==> src/rtl/core/pmcs_pkg.sv <==
// shared types, constants and helpers for the per-mode current statistics block
package pmcs_pkg;

	localparam int SAMPLE_BITS = 24;
	localparam int COUNT_BITS  = 32;
	localparam int BINS        = 6;
	localparam int SUM_BITS    = SAMPLE_BITS + COUNT_BITS;
	localparam int THRESH_BITS = 24;
	localparam int PERIOD_BITS = 16;
	localparam int TIME_BITS   = 32;
	localparam int DUR_BITS    = 32;
	localparam int CFG_BITS    = 24;
	localparam int STEP_BITS   = $clog2(SAMPLE_BITS);

	localparam logic [STEP_BITS-1:0]  STEP_LAST  = STEP_BITS'(SAMPLE_BITS - 1);
	localparam logic [COUNT_BITS-1:0] COUNT_MAX  = {COUNT_BITS{1'b1}};

	// reset values of the configuration registers
	localparam logic signed [THRESH_BITS-1:0] CUTOFF_RESET = THRESH_BITS'(100);
	localparam logic [PERIOD_BITS-1:0]        SUMMIN_RESET = PERIOD_BITS'(8);
	localparam logic [PERIOD_BITS-1:0]        PERIOD_RESET = PERIOD_BITS'(100);

	// configuration register indexes
	localparam logic [1:0] REG_CUTOFF = 2'd0;
	localparam logic [1:0] REG_SUMMIN = 2'd1;
	localparam logic [1:0] REG_PERIOD = 2'd2;

	// system modes
	localparam logic [2:0] MODE_MUTED = 3'd1;
	localparam logic [2:0] MODE_LOW   = 3'd2;
	localparam logic [2:0] MODE_DIAG  = 3'd3;
	localparam logic [2:0] MODE_FAULT = 3'd4;

	// bin codes
	localparam logic [2:0] CAT_ACTIVE    = 3'd0;
	localparam logic [2:0] CAT_HEAD_DOWN = 3'd1;
	localparam logic [2:0] CAT_MUTED     = 3'd2;
	localparam logic [2:0] CAT_LOW_POWER = 3'd3;
	localparam logic [2:0] CAT_DIAG      = 3'd4;
	localparam logic [2:0] CAT_FAULT     = 3'd5;

	// divider slots: the sample's own bin, then low power, head down, active
	typedef logic [1:0] slot_t;
	localparam slot_t SLOT_BIN = 2'd0;
	localparam slot_t SLOT_LP  = 2'd1;
	localparam slot_t SLOT_HD  = 2'd2;
	localparam slot_t SLOT_AC  = 2'd3;

	typedef struct packed {
		logic [2:0]                      system_mode;
		logic                            head_lowered;
		logic signed [SAMPLE_BITS-1:0]   current_sample;
		logic [TIME_BITS-1:0]            time_ms;
	} sample_word_t;

	typedef struct packed {
		logic [2:0]                      category;
		logic signed [SAMPLE_BITS-1:0]   bin_min;
		logic signed [SAMPLE_BITS-1:0]   bin_max;
		logic signed [SAMPLE_BITS-1:0]   bin_average;
		logic [COUNT_BITS-1:0]           bin_count;
		logic [DUR_BITS-1:0]             duration_ms;
		logic [TIME_BITS-1:0]            first_time;
		logic                            summary_due;
		logic                            cutoff_known;
		logic                            lp_cutoff_ok;
		logic                            mute_known;
		logic                            mute_pass;
	} result_word_t;

	typedef struct packed {
		logic  accept;
		logic  update;
		logic  load;
		logic  step;
		logic  save;
		logic  emit;
		slot_t slot;
	} ctrl_cmd_t;

	typedef struct packed {
		logic out_free;
	} dp_status_t;

	function automatic logic [2:0] pick_bin(input logic [2:0] mode, input logic head);
		logic [2:0] b;
		case (mode)
			MODE_MUTED: b = CAT_MUTED;
			MODE_LOW:   b = CAT_LOW_POWER;
			MODE_DIAG:  b = CAT_DIAG;
			MODE_FAULT: b = CAT_FAULT;
			default:    b = head ? CAT_HEAD_DOWN : CAT_ACTIVE;
		endcase
		return b;
	endfunction

endpackage

==> src/rtl/core/pmcs_ctrl.sv <==
// sequencer: update, four averages through the shared divider, result load
module pmcs_ctrl
	import pmcs_pkg::*;
(
	input  logic       clk,
	input  logic       arst_n,
	input  logic       sample_valid,
	output logic       sample_stall,
	input  dp_status_t status,
	output ctrl_cmd_t  cmd
);

	typedef enum logic [5:0] {
		ST_IDLE = 6'b000001,
		ST_UPD  = 6'b000010,
		ST_LOAD = 6'b000100,
		ST_DIV  = 6'b001000,
		ST_SAVE = 6'b010000,
		ST_OUT  = 6'b100000
	} state_t;

	state_t               state_q;
	slot_t                slot_q;
	logic [STEP_BITS-1:0] step_q;

	always_ff @(posedge clk or negedge arst_n) begin
		if (!arst_n) begin
			state_q <= ST_IDLE;
			slot_q  <= SLOT_BIN;
			step_q  <= '0;
		end else begin
			case (state_q)
				ST_IDLE: begin
					if (sample_valid) begin
						state_q <= ST_UPD;
						slot_q  <= SLOT_BIN;
					end
				end
				ST_UPD: state_q <= ST_LOAD;
				ST_LOAD: begin
					state_q <= ST_DIV;
					step_q  <= '0;
				end
				ST_DIV: begin
					step_q <= step_q + 1'b1;
					if (step_q == STEP_LAST) state_q <= ST_SAVE;
				end
				ST_SAVE: begin
					if (slot_q == SLOT_AC) begin
						state_q <= ST_OUT;
					end else begin
						slot_q  <= slot_q + 1'b1;
						state_q <= ST_LOAD;
					end
				end
				ST_OUT: begin
					if (status.out_free) state_q <= ST_IDLE;
				end
				default: state_q <= ST_IDLE;
			endcase
		end
	end

	assign sample_stall = (state_q != ST_IDLE);

	always_comb begin
		cmd        = '0;
		cmd.slot   = slot_q;
		cmd.accept = (state_q == ST_IDLE) && sample_valid;
		cmd.update = (state_q == ST_UPD);
		cmd.load   = (state_q == ST_LOAD);
		cmd.step   = (state_q == ST_DIV);
		cmd.save   = (state_q == ST_SAVE);
		cmd.emit   = (state_q == ST_OUT) && status.out_free;
	end

endmodule

==> src/rtl/core/pmcs_dp.sv <==
// datapath: bin stores, config registers, restoring divider, result register
module pmcs_dp
	import pmcs_pkg::*;
(
	input  logic                clk,
	input  logic                arst_n,
	input  sample_word_t        sample,
	input  logic                cfg_we,
	input  logic [1:0]          cfg_index,
	input  logic [CFG_BITS-1:0] cfg_data,
	input  ctrl_cmd_t           cmd,
	output dp_status_t          status,
	output logic                result_valid,
	input  logic                result_stall,
	output result_word_t        result
);

	// configuration
	logic signed [THRESH_BITS-1:0] cutoff_q;
	logic [PERIOD_BITS-1:0]        summin_q;
	logic [PERIOD_BITS-1:0]        period_q;

	// bin stores
	logic signed [SAMPLE_BITS-1:0] min_q   [BINS];
	logic signed [SAMPLE_BITS-1:0] max_q   [BINS];
	logic signed [SUM_BITS-1:0]    sum_q   [BINS];
	logic [COUNT_BITS-1:0]         count_q [BINS];
	logic [TIME_BITS-1:0]          first_q [BINS];
	logic                          summary_done_q;
	logic                          due_q;

	// latched sample
	logic [2:0]                    bin_q;
	logic signed [SAMPLE_BITS-1:0] x_q;
	logic [TIME_BITS-1:0]          t_q;

	// captured stats of the sample's bin
	logic signed [SAMPLE_BITS-1:0] smin_q;
	logic signed [SAMPLE_BITS-1:0] smax_q;
	logic [COUNT_BITS-1:0]         scount_q;
	logic [TIME_BITS-1:0]          sfirst_q;
	logic [DUR_BITS-1:0]           dur_q;

	// divider
	logic [COUNT_BITS-1:0]         rem_q;
	logic [COUNT_BITS-1:0]         div_q;
	logic [SAMPLE_BITS-1:0]        dvd_q;
	logic                          neg_q;
	logic                          zero_q;
	logic signed [SAMPLE_BITS-1:0] avg_q [4];

	logic                          result_valid_q;
	result_word_t                  result_q;

	// read port into the stores, indexed by the divider slot
	logic [2:0]                    rd_idx;
	logic signed [SAMPLE_BITS-1:0] rd_min;
	logic signed [SAMPLE_BITS-1:0] rd_max;
	logic signed [SUM_BITS-1:0]    rd_sum;
	logic [COUNT_BITS-1:0]         rd_count;
	logic [TIME_BITS-1:0]          rd_first;
	logic [COUNT_BITS-1:0]         new_count;
	logic                          due_now;
	logic [SUM_BITS-1:0]           sum_mag;
	logic [COUNT_BITS:0]           trial;
	logic [COUNT_BITS:0]           trial_diff;
	logic                          qbit;
	logic signed [SAMPLE_BITS-1:0] avg_now;
	logic [DUR_BITS+PERIOD_BITS-1:0] prod;

	always_comb begin
		case (cmd.slot)
			SLOT_LP: rd_idx = CAT_LOW_POWER;
			SLOT_HD: rd_idx = CAT_HEAD_DOWN;
			SLOT_AC: rd_idx = CAT_ACTIVE;
			default: rd_idx = bin_q;
		endcase
	end

	assign rd_min    = min_q[rd_idx];
	assign rd_max    = max_q[rd_idx];
	assign rd_sum    = sum_q[rd_idx];
	assign rd_count  = count_q[rd_idx];
	assign rd_first  = first_q[rd_idx];
	assign new_count = (rd_count != COUNT_MAX) ? rd_count + 1'b1 : rd_count;
	assign due_now   = (bin_q == CAT_LOW_POWER) && !summary_done_q &&
		(new_count >= COUNT_BITS'(summin_q));
	assign sum_mag   = rd_sum[SUM_BITS-1] ? SUM_BITS'(-rd_sum) : SUM_BITS'(rd_sum);
	assign prod      = DUR_BITS'(rd_count) * period_q;

	assign trial      = {rem_q, dvd_q[SAMPLE_BITS-1]};
	assign trial_diff = trial - {1'b0, div_q};
	assign qbit       = (trial >= {1'b0, div_q});
	assign avg_now    = zero_q ? '0 :
		(neg_q ? SAMPLE_BITS'(-dvd_q) : SAMPLE_BITS'(dvd_q));

	// config registers
	always_ff @(posedge clk or negedge arst_n) begin
		if (!arst_n) begin
			cutoff_q <= CUTOFF_RESET;
			summin_q <= SUMMIN_RESET;
			period_q <= PERIOD_RESET;
		end else if (cfg_we) begin
			case (cfg_index)
				REG_CUTOFF: cutoff_q <= THRESH_BITS'(cfg_data);
				REG_SUMMIN: summin_q <= PERIOD_BITS'(cfg_data);
				REG_PERIOD: period_q <= PERIOD_BITS'(cfg_data);
				default: ;
			endcase
		end
	end

	// bin stores and summary flag
	always_ff @(posedge clk or negedge arst_n) begin
		if (!arst_n) begin
			for (int i = 0; i < BINS; i++) begin
				min_q[i]   <= '0;
				max_q[i]   <= '0;
				sum_q[i]   <= '0;
				count_q[i] <= '0;
				first_q[i] <= '0;
			end
			summary_done_q <= 1'b0;
			due_q          <= 1'b0;
		end else if (cmd.update) begin
			if (rd_count == '0) begin
				min_q[bin_q]   <= x_q;
				max_q[bin_q]   <= x_q;
				first_q[bin_q] <= t_q;
			end else begin
				if (x_q < rd_min) min_q[bin_q] <= x_q;
				if (x_q > rd_max) max_q[bin_q] <= x_q;
			end
			if (rd_count != COUNT_MAX) begin
				sum_q[bin_q]   <= rd_sum + SUM_BITS'(x_q);
				count_q[bin_q] <= new_count;
			end
			due_q <= due_now;
			if (due_now) summary_done_q <= 1'b1;
		end
	end

	// sample latch, bin capture, divider
	always_ff @(posedge clk) begin
		if (cmd.accept) begin
			bin_q <= pick_bin(sample.system_mode, sample.head_lowered);
			x_q   <= sample.current_sample;
			t_q   <= sample.time_ms;
		end
		if (cmd.load) begin
			rem_q  <= sum_mag[SUM_BITS-1:SAMPLE_BITS];
			dvd_q  <= sum_mag[SAMPLE_BITS-1:0];
			div_q  <= rd_count;
			neg_q  <= rd_sum[SUM_BITS-1];
			zero_q <= (rd_count == '0);
			if (cmd.slot == SLOT_BIN) begin
				smin_q   <= rd_min;
				smax_q   <= rd_max;
				scount_q <= rd_count;
				sfirst_q <= rd_first;
				dur_q    <= prod[DUR_BITS-1:0];
			end
		end
		if (cmd.step) begin
			rem_q <= qbit ? trial_diff[COUNT_BITS-1:0] : trial[COUNT_BITS-1:0];
			dvd_q <= {dvd_q[SAMPLE_BITS-2:0], qbit};
		end
		if (cmd.save) begin
			avg_q[cmd.slot] <= avg_now;
		end
	end

	// output register
	always_ff @(posedge clk or negedge arst_n) begin
		if (!arst_n) begin
			result_valid_q <= 1'b0;
		end else if (cmd.emit) begin
			result_valid_q <= 1'b1;
		end else if (!result_stall) begin
			result_valid_q <= 1'b0;
		end
	end

	always_ff @(posedge clk) begin
		if (cmd.emit) begin
			result_q.category     <= bin_q;
			result_q.bin_min      <= smin_q;
			result_q.bin_max      <= smax_q;
			result_q.bin_average  <= avg_q[SLOT_BIN];
			result_q.bin_count    <= scount_q;
			result_q.duration_ms  <= dur_q;
			result_q.first_time   <= sfirst_q;
			result_q.summary_due  <= due_q;
			result_q.cutoff_known <= (count_q[CAT_LOW_POWER] != '0);
			result_q.lp_cutoff_ok <= (count_q[CAT_LOW_POWER] != '0) &&
				(avg_q[SLOT_LP] < cutoff_q);
			result_q.mute_known   <= (count_q[CAT_ACTIVE] != '0) &&
				(count_q[CAT_HEAD_DOWN] != '0);
			result_q.mute_pass    <= (count_q[CAT_ACTIVE] != '0) &&
				(count_q[CAT_HEAD_DOWN] != '0) && (avg_q[SLOT_HD] < avg_q[SLOT_AC]);
		end
	end

	assign status.out_free = !result_valid_q || !result_stall;
	assign result_valid    = result_valid_q;
	assign result          = result_q;

	// a loaded word always shows up on the result port
	a_emit_valid: assert property (@(posedge clk) disable iff (!arst_n)
		cmd.emit |=> result_valid)
		else $error("result word lost after load");

	// partial remainder stays below the divisor
	a_rem_bound: assert property (@(posedge clk) disable iff (!arst_n)
		cmd.step |-> (zero_q || rem_q < div_q))
		else $error("divider remainder out of range");

	// the summary flag is one-shot
	a_summary_sticky: assert property (@(posedge clk) disable iff (!arst_n)
		$past(summary_done_q) |-> summary_done_q)
		else $error("summary flag cleared");

endmodule

==> src/rtl/core/per_mode_current_statistics.sv <==
// top level of the per-mode current statistics block
//
//  channel   dir  handshake                      word
//  sample    in   sample_valid / sample_stall    sample_word_t
//  result    out  result_valid / result_stall    result_word_t
//  cfg       in   cfg_we, cfg_index, cfg_data    write only, no wait
//
// a sample passes through update, then load, divide and save for each of four slots, then output
// the shared restoring divider computes the four averages, one quotient bit a cycle
// one sample at a time; sample_stall is high from accept until its result is loaded
// a result waiting under result_stall does not block the next sample's accept
// reset clears all bins, the summary flag and loads the register defaults
module per_mode_current_statistics
	import pmcs_pkg::*;
(
	input  logic                clk,
	input  logic                arst_n,
	// sample channel
	input  logic                sample_valid,
	output logic                sample_stall,
	input  sample_word_t        sample,
	// result channel
	output logic                result_valid,
	input  logic                result_stall,
	output result_word_t        result,
	// configuration writes
	input  logic                cfg_we,
	input  logic [1:0]          cfg_index,
	input  logic [CFG_BITS-1:0] cfg_data
);

	// command and status between sequencer and datapath
	ctrl_cmd_t  cmd;
	dp_status_t status;

	// sequencer: owns the sample handshake and the divider step count
	pmcs_ctrl u_ctrl (
		.clk          (clk),
		.arst_n       (arst_n),
		.sample_valid (sample_valid),
		.sample_stall (sample_stall),
		.status       (status),
		.cmd          (cmd)
	);

	// datapath: stores, divider and the output register
	pmcs_dp u_dp (
		.clk          (clk),
		.arst_n       (arst_n),
		.sample       (sample),
		.cfg_we       (cfg_we),
		.cfg_index    (cfg_index),
		.cfg_data     (cfg_data),
		.cmd          (cmd),
		.status       (status),
		.result_valid (result_valid),
		.result_stall (result_stall),
		.result       (result)
	);

endmodule

==> config.mk <==
export PLATFORM = sky130hd
export DESIGN_NAME = per_mode_current_statistics
export DESIGN_NICKNAME = d
export VERILOG_FILES = /design/src/rtl/core/pmcs_pkg.sv /design/src/rtl/core/pmcs_ctrl.sv /design/src/rtl/core/pmcs_dp.sv /design/src/rtl/core/per_mode_current_statistics.sv
export SDC_FILE = /design/constraint.sdc
export NUM_CORES = 2
export LEC_CHECK = 0
export BUFFER_PORTS_ARGS = -buffer_cell sky130_fd_sc_hd__buf_2
export CELL_PAD_IN_SITES_DETAIL_PLACEMENT = 1
export CELL_PAD_IN_SITES_GLOBAL_PLACEMENT = 1
export CORE_MARGIN = 1
export CORE_UTILIZATION = 30
export DETAILED_ROUTE_END_ITERATION = 10
export GPL_ROUTABILITY_DRIVEN = 0
export GPL_TIMING_DRIVEN = 0
export HOLD_SLACK_MARGIN = 0.06
export PLACE_DENSITY = 0.6
export SETUP_SLACK_MARGIN = 0.3
export SYNTH_ARGS = -nofsm -noshare
export SYNTH_HDL_FRONTEND = slang
export SYNTH_SLANG_ARGS = --single-unit
==> constraint.sdc <==
create_clock -name clk -period 11.1 [get_ports clk]
set_input_delay 0 -clock clk [delete_from_list [all_inputs] [get_ports clk]]
set_output_delay 0 -clock clk [all_outputs]
set_load 0.02 [all_outputs]
### Word-level counts from Yosys, hierarchy flattened

Memory sizes are Yosys's and may differ from the RTL's. A register that Yosys moved wholly into a read port is not among the register bits.
Cells that the tools add are included.

* word-level logic and storage cells: 195
* bits of input ports: 91
* memories: 1
* output and inout port bits: 178
* memory bits (writable): 96
* bits in latches: 0
* register bits after elaboration: 1525
* memory bits (read-only): 0

Memories
* u_dp.avg_q: words 4, width 24, rd ports 4, clocked after Yosys merged registers in 1, write ports 1, line pmcs_dp.sv:50 `logic signed [SAMPLE_BITS-1:0] avg_q [4];`

* reductions and logical operators: 33
* bitwise gates (word level): 2
* divide/modulo/power cells: 0
* $add $sub $neg: 7
* order comparisons: 9
* equality and inequality tests: 24
* mux-type cells: 55
* multiply operators: 1
* shift-type cells: 0

Operator list (count)
* $mux 144: 4
* $bwmux 192: 2
* $bwmux 336: 1
* $bwmux 144: 2
* $mux 32: 9
* $mux 56: 4
* $mux 24: 9
* $bmux 32 s3: 2
* $bmux 56 s3: 1
* $demux 56 s3: 1
* $bmux 24 s3: 2
* $demux 32 s3: 1
* $reduce_bool 32->1: 3
* $demux 24 s3: 1
* $lt 24x24->1: 3
* $add 56x24->56: 1
* $neg 56->56: 1
* $pmux 6 s6: 1
* $ge 33x32->1: 1
* $add 32x1->32 const B: 1
* $ge 32x16->1: 1
* $logic_not 32->1: 1
* $mul 32x16->32: 1
* $ne 32x32->1 const B: 1
* other kinds (37): 77

### Longest topological paths before layout

* depth after elaboration: 11
* mapped depth: 39
* depth with buffers taken out: 32

### By module

From an unflattened synthesis, not the netlist that was laid out.

* cell total of the unflattened synthesis: 7873
* area total of the unflattened synthesis: 87517.7 sq um

Modules (own cells, without submodules)
* pmcs_dp: sequential area each 43675.6 sq um, cells each 7778, instances 1, area each 86663.1 sq um
* pmcs_ctrl: sequential area each 326.6 sq um, cells each 95, instances 1, area each 854.6 sq um

### Least setup slack after synthesis

Ideal clock, no wire load.

* path kind: reg-to-reg
* start point: register u_ctrl.state_q[1]
* end point: register u_dp.result_q (netlist bit u_dp.result[0]) (enable)
* arrival time: 9.435 ns
* stages on the path, launching flop included: 4
* path slack: 0.895 ns
* data required time: 10.330 ns
* path buffers: 0
* clock period less this slack: 10.205 ns
* library setup time: 0.770 ns
* cell sequence: dfrtp_1 nor4_1 nand3b_1 a21oi_1

RTL lines
* start, declared: line pmcs_ctrl.sv:22 `state_t state_q;`
* start signal, assigned: line pmcs_ctrl.sv:28 `state_q <= ST_IDLE;`
* start signal, assigned: line pmcs_ctrl.sv:35 `state_q <= ST_UPD;`
* start signal, assigned: line pmcs_ctrl.sv:39 `ST_UPD: state_q <= ST_LOAD;`
* end, declared: line pmcs_dp.sv:53 `result_word_t result_q;`

### Worst setup path in the final report

* start point: register u_ctrl.slot_q[1]
* end point: register u_dp.max_q[101] (netlist bit)

* word-level cells in the longest chain between the ends: 9
* elaborated cells on any way between the ends: 16
* classes of those cells: order compare: 1; eq/ne: 3; mux: 8; bitwise: 1; reduce/logical: 3

Ends and longest elaborated chain
* start, declared: line pmcs_ctrl.sv:23 `slot_t slot_q;`
* start signal, assigned: line pmcs_ctrl.sv:52 `slot_q <= slot_q + 1'b1;`
* $eq 2x2->1 or $eq 2x1->1 (tied branches): line pmcs_dp.sv:72 `case (cmd.slot)`
* $pmux 3 s3 (*): line pmcs_dp.sv:72
* $not 3->4 (implied by the code) (*): line pmcs_dp.sv:81, pmcs_dp.sv:83
* $bmux 24 s3 or $bmux 32 s3 (tied branches): line pmcs_dp.sv:81, pmcs_dp.sv:83
* $mux 24 (implied by the code) or $mux 32 (tied branches) (2 in a row): line pmcs_dp.sv:81, pmcs_dp.sv:83
* $gt 24x24->1 or $logic_not 32->1 (tied branches): line pmcs_dp.sv:132, pmcs_dp.sv:126
* $reduce_bool 2->1 (no source line)
* $reduce_and 2->1 (no source line)
* end signal, assigned by index: line pmcs_dp.sv:128 `max_q[bin_q] <= x_q;`
* end signal, assigned by index: line pmcs_dp.sv:132 `if (x_q > rd_max) max_q[bin_q] <= x_q;`
* end, declared: line pmcs_dp.sv:25 `logic signed [SAMPLE_BITS-1:0] max_q [BINS];`

Mark *: on every way between the ends. The rest lies on a longest branch, timed or not. The select of a mux whose other input is x is not followed.
A chain may end at the register's enable or synchronous reset.

==> results.txt <==
----------------------------------------------------
[Layout]
  Area Overhead vs Synth ... 17.8%
  Non-Filler Instances ... 12.6k
  Area taken by flip-flops and latches ... 44000 µm²
  Number of fill cells ... 31.9k
  Share of layout cells above drive strength 1 ... 16.6%
  Net count of the finished layout ... 9213
  Area of the multi-input gates ... 39300 µm²

[Worst hold path]
  Startpoint of the most critical hold path ... sample_valid
  Hold WC Path Type ... primary input to flop
  Hold worst-path end ... u_ctrl.state_q[1]
  Cell depth of the worst hold path ... 4

[Timing]
  Hold violation total from the final report ... 0
  Setup repair after global routing missed its margin ... no
  Setup TNS after final layout ... 0 ns
  Time the final worst path needs with I/O delays and setup ... 10.44 ns
  Headroom to the max-slew limit ... 0.818%
  Worst Max-Slew Pin Slew ... 1.49 ns
  Max Transition Viols Final ... 0
  Worst clock skew ... 0.0944 ns
  Final-report setup violation count ... 0
  Period utilisation layout ... 94.1%
  Final worst setup slack ... 0.655 ns
  Timing-limited maximum frequency ... 95.7 MHz

[Setup path]
  WP data arrival ... 11.19 ns
  Reg-to-Reg End ... u_dp.max_q[101]
  Setup CP Type ... flop to flop
  Reg2Reg Launch Point ... u_ctrl.slot_q[1]
  Critical path startpoint category ... flop
  Setup slack of the most critical reg-to-reg path ... 0.66 ns
  FF-to-FF path depth ... 32
  Cell at the slowest stage of the critical path ... a31oi_1
  Endpoint kind of the worst setup timing path ... flop
  Delay contributed by the slowest stage of the critical path ... 0.60 ns
  Critical path required time ... 11.84 ns
  Worst-path fanout max ... 10
  Cell occurring most often along the worst timing path ... buf_2

[Floorplanning]
  Initial standard-cell utilization of the core ... 30.2%
  Top-Level Pins ... 269
  Placement row count ... 197
  Floorplan die area ... 293000 µm²
  Die Y-Extent ... 542 µm
  X dimension of the die ... 542 µm
  Area of the placeable core ... 289000 µm²

[Placement]
  Half-perimeter wire length of the detailed placement result ... 232000 µm
  Placed cells ... 12.0k
  Placement Setup Slack ... -3.93 ns
  I/O Buffers ... 268

[Drt]
  Detailed-router iteration count before antenna repair ... 5
  DR iter-0 viols ... 4914
  Routed Antenna Nets ... 0
  Drt via density ... 5.15
  Total vias in the final route ... 64.8k
  Post-route DRC ... 0
  Routed wire length ... 316000 µm
  WL/cell ... 25.1 µm

[Synthesis]
  Portion of synthesized cell area occupied by the leading cell type ... 30.7%
  Cell type with the largest total area after synthesis ... dfrtp_1
  Post-synthesis cell type count ... 95
  Mapped Cells ... 7862
  Most common cell in the synthesized netlist ... nand2_1
  Synthesis-stage register bit count ... 1645
  Leading post-synthesis cells by instance count ... nand2_1 (1388), dfrtp_1 (1072), o21ai_0 (740), inv_1 (595), edfxtp_1 (565)
  Post-Synthesis Net Count ... 8530
  Share of flip-flops with an asynchronous set or reset after synthesis ... 65.7%
  Leading register cell type out of synthesis ... dfrtp_1
  Portion of the post-synthesis area used by sequential elements ... 50.4%
  Mean cell area of the mapped netlist ... 11.1 µm²
  Post-synthesis instance area ... 87400 µm²
  Main area contributors after synthesis ... dfrtp_1 (31%), edfxtp_1 (19%), fa_1 (7.0%)
  Number of warnings reported in the yosys synthesis log ... 0
  Post-synth EDFFs ... 565

[Clocking]
  # H-tree levels ... 4
  Clock Tree Buf Depth ... 4
  Sink Count ... 1645
  Clock-pin slew of the registers on the worst-case setup and hold paths ... 0.07 ns
  Buffer cell driving the clock tree root ... clkbuf_16
  Clock insertion delay at the later pin of the skew report ... 0.90 ns
  Num CTS Buffers ... 191
  TritonCTS clock tree ... done

[Power and ir drop]
  Max rail drop VDD ... 0.159 mV
  Pwr per Cell Area ... 231 nW/µm²
  Static Leakage ... 0.0448 µW

[Global routing]
  Total track usage ... 21.5%
  Total global routing overflow ... 0
  Via count of the first global-routing pass ... 69.9k
  Wire length of the first global-routing pass ... 471000 µm
  Antenna violations before repair ... 16
  Maximum number of pins on one net before global-route repair ... 163

[Flow run]
  Max Cap Viol ... 0

[Outcome]
  Outcome ... finished clean

----------------------------------------------------
[cell type report]
cell class	instances	area share, %
flip-flops and latches	1645	42.7
multi-input cells	5171	38.2
clock buffers	259	5.27
well taps	3880	4.72
repair buffers	492	3.82
inverters	598	2.19
plain buffers	446	2.03
clock inverters	93	1.06
diodes	11	0.0267
[through the flow]
step	hold slack [ns]	total power, µW	instance area, µm²	util [%]
floorplan	-0.296	13700	87400	-
global placement	0.180	16700	93600	32.4
detailed placement	-0.0357	17100	94300	32.6
CTS	0.0676	23800	103000	35.6
global route	0.112	25000	103000	35.6
finish	0.101	23800	103000	35.6
[registers in the layout (all words and copies together) (netlist names), 2 cells and up]
signal          flops
u_dp.t_q           32
u_dp.smin_q        24
u_dp.avg_q         96
u_ctrl.slot_q       2
u_dp.dur_q         32
u_dp.bin_q          3
u_dp.rem_q         32
u_dp.dvd_q         24
u_dp.scount_q      32
u_dp.first_q      192
u_dp.smax_q        24
u_dp.result       176
u_dp.count_q      192
u_ctrl.state_q      6
u_dp.max_q        144
u_dp.cutoff_q      24
u_dp.x_q           24
u_dp.period_q      16
u_dp.sum_q        336
u_dp.summin_q      16
u_dp.div_q         32
u_dp.min_q        144
u_ctrl.step_q       5
u_dp.sfirst_q      32
[how the worst max path moves through the flow]
stage	from	end	slack, ns	depth (start not counted)
after floorplan	u_ctrl.state_q[1]	u_dp.result[0]	0.89	3
after global placement	arst_n	u_dp.count_q[50]	-14.03	1
after detailed placement	u_ctrl.slot_q[0]	u_dp.dur_q[31]	-3.93	36
after CTS	u_ctrl.slot_q[1]	u_dp.dur_q[31]	0.28	35
after global routing	u_ctrl.slot_q[1]	u_dp.dur_q[30]	0.32	35
final	u_ctrl.slot_q[1]	u_dp.max_q[101]	0.66	32
[power by group]
group	leakage, µW	internal [µW]	switching (µW)
clock network	0.00319	3920	2690
logic	0.0219	2910	5430
registers	0.0197	7890	933
[cells in the final DEF, fill, tap and decap left out, types with 117 or more instances in the layout]
cell type / synthesis / layout
mux2_2: 503 / 503
edfxtp_1: 565 / 565
mux2i_1: 123 / 123
a21oi_1: 240 / 238
dlygate4sd3_1: 0 / 184
and2_1: 122 / 117
ha_1: 271 / 271
nor2_1: 158 / 157
dfrtp_1: 1072 / 1072
clkbuf_16: 0 / 196
nand3_1: 162 / 162
inv_1: 595 / 593
buf_2: 91 / 356
o21ai_0: 740 / 738
fa_1: 306 / 306
nand2_1: 1388 / 1387
xnor2_1: 138 / 138
clkbuf_1: 276 / 282
[cell families after synthesis]
logic type | Yosys count | synth area share (%)
flip-flops | 1645 | 50.4
AO/OA/AOI/OAI | 1407 | 9.39
adder cells (fa/ha/maj) | 577 | 10.9
buffers and inverters | 1046 | 4.79
XOR/XNOR | 230 | 2.31
multiplexers | 787 | 11.3
AND/OR/NAND/NOR | 2170 | 11.0
[critical path: cells and delay by family (launching register included)]
kind                     cells  cell delay [ns]
adder cells (fa/ha/maj)      2             0.64
flip-flops                   1             0.43
buffers and inverters       16             5.48
AND/OR/NAND/NOR              3             0.79
AO/OA/AOI/OAI                8             1.92
multiplexers                 3             1.00
[metal layers]
layer / vias to the layer above / track usage [%] / share of wire [%]
li1: 28400 / - / -
met1: 34000 / 28.9 / 44
met2: 1835 / 34.8 / 46
met3: 550 / 3.21 / 5.4
met4: 2 / 8.18 / 4.1
met5: - / 0 / 0.0041
[timing repair]
item / CTS / global route
endpoints found under the hold margin: 587 / 0
resized for setup: 76 / 23
setup buffers: 3 / 2
endpoints found under the setup margin: 518 / 128
hold buffers: 185 / 0
pin swaps: 2 / 1
No activity file was read; power rests on OpenSTA's default activity.
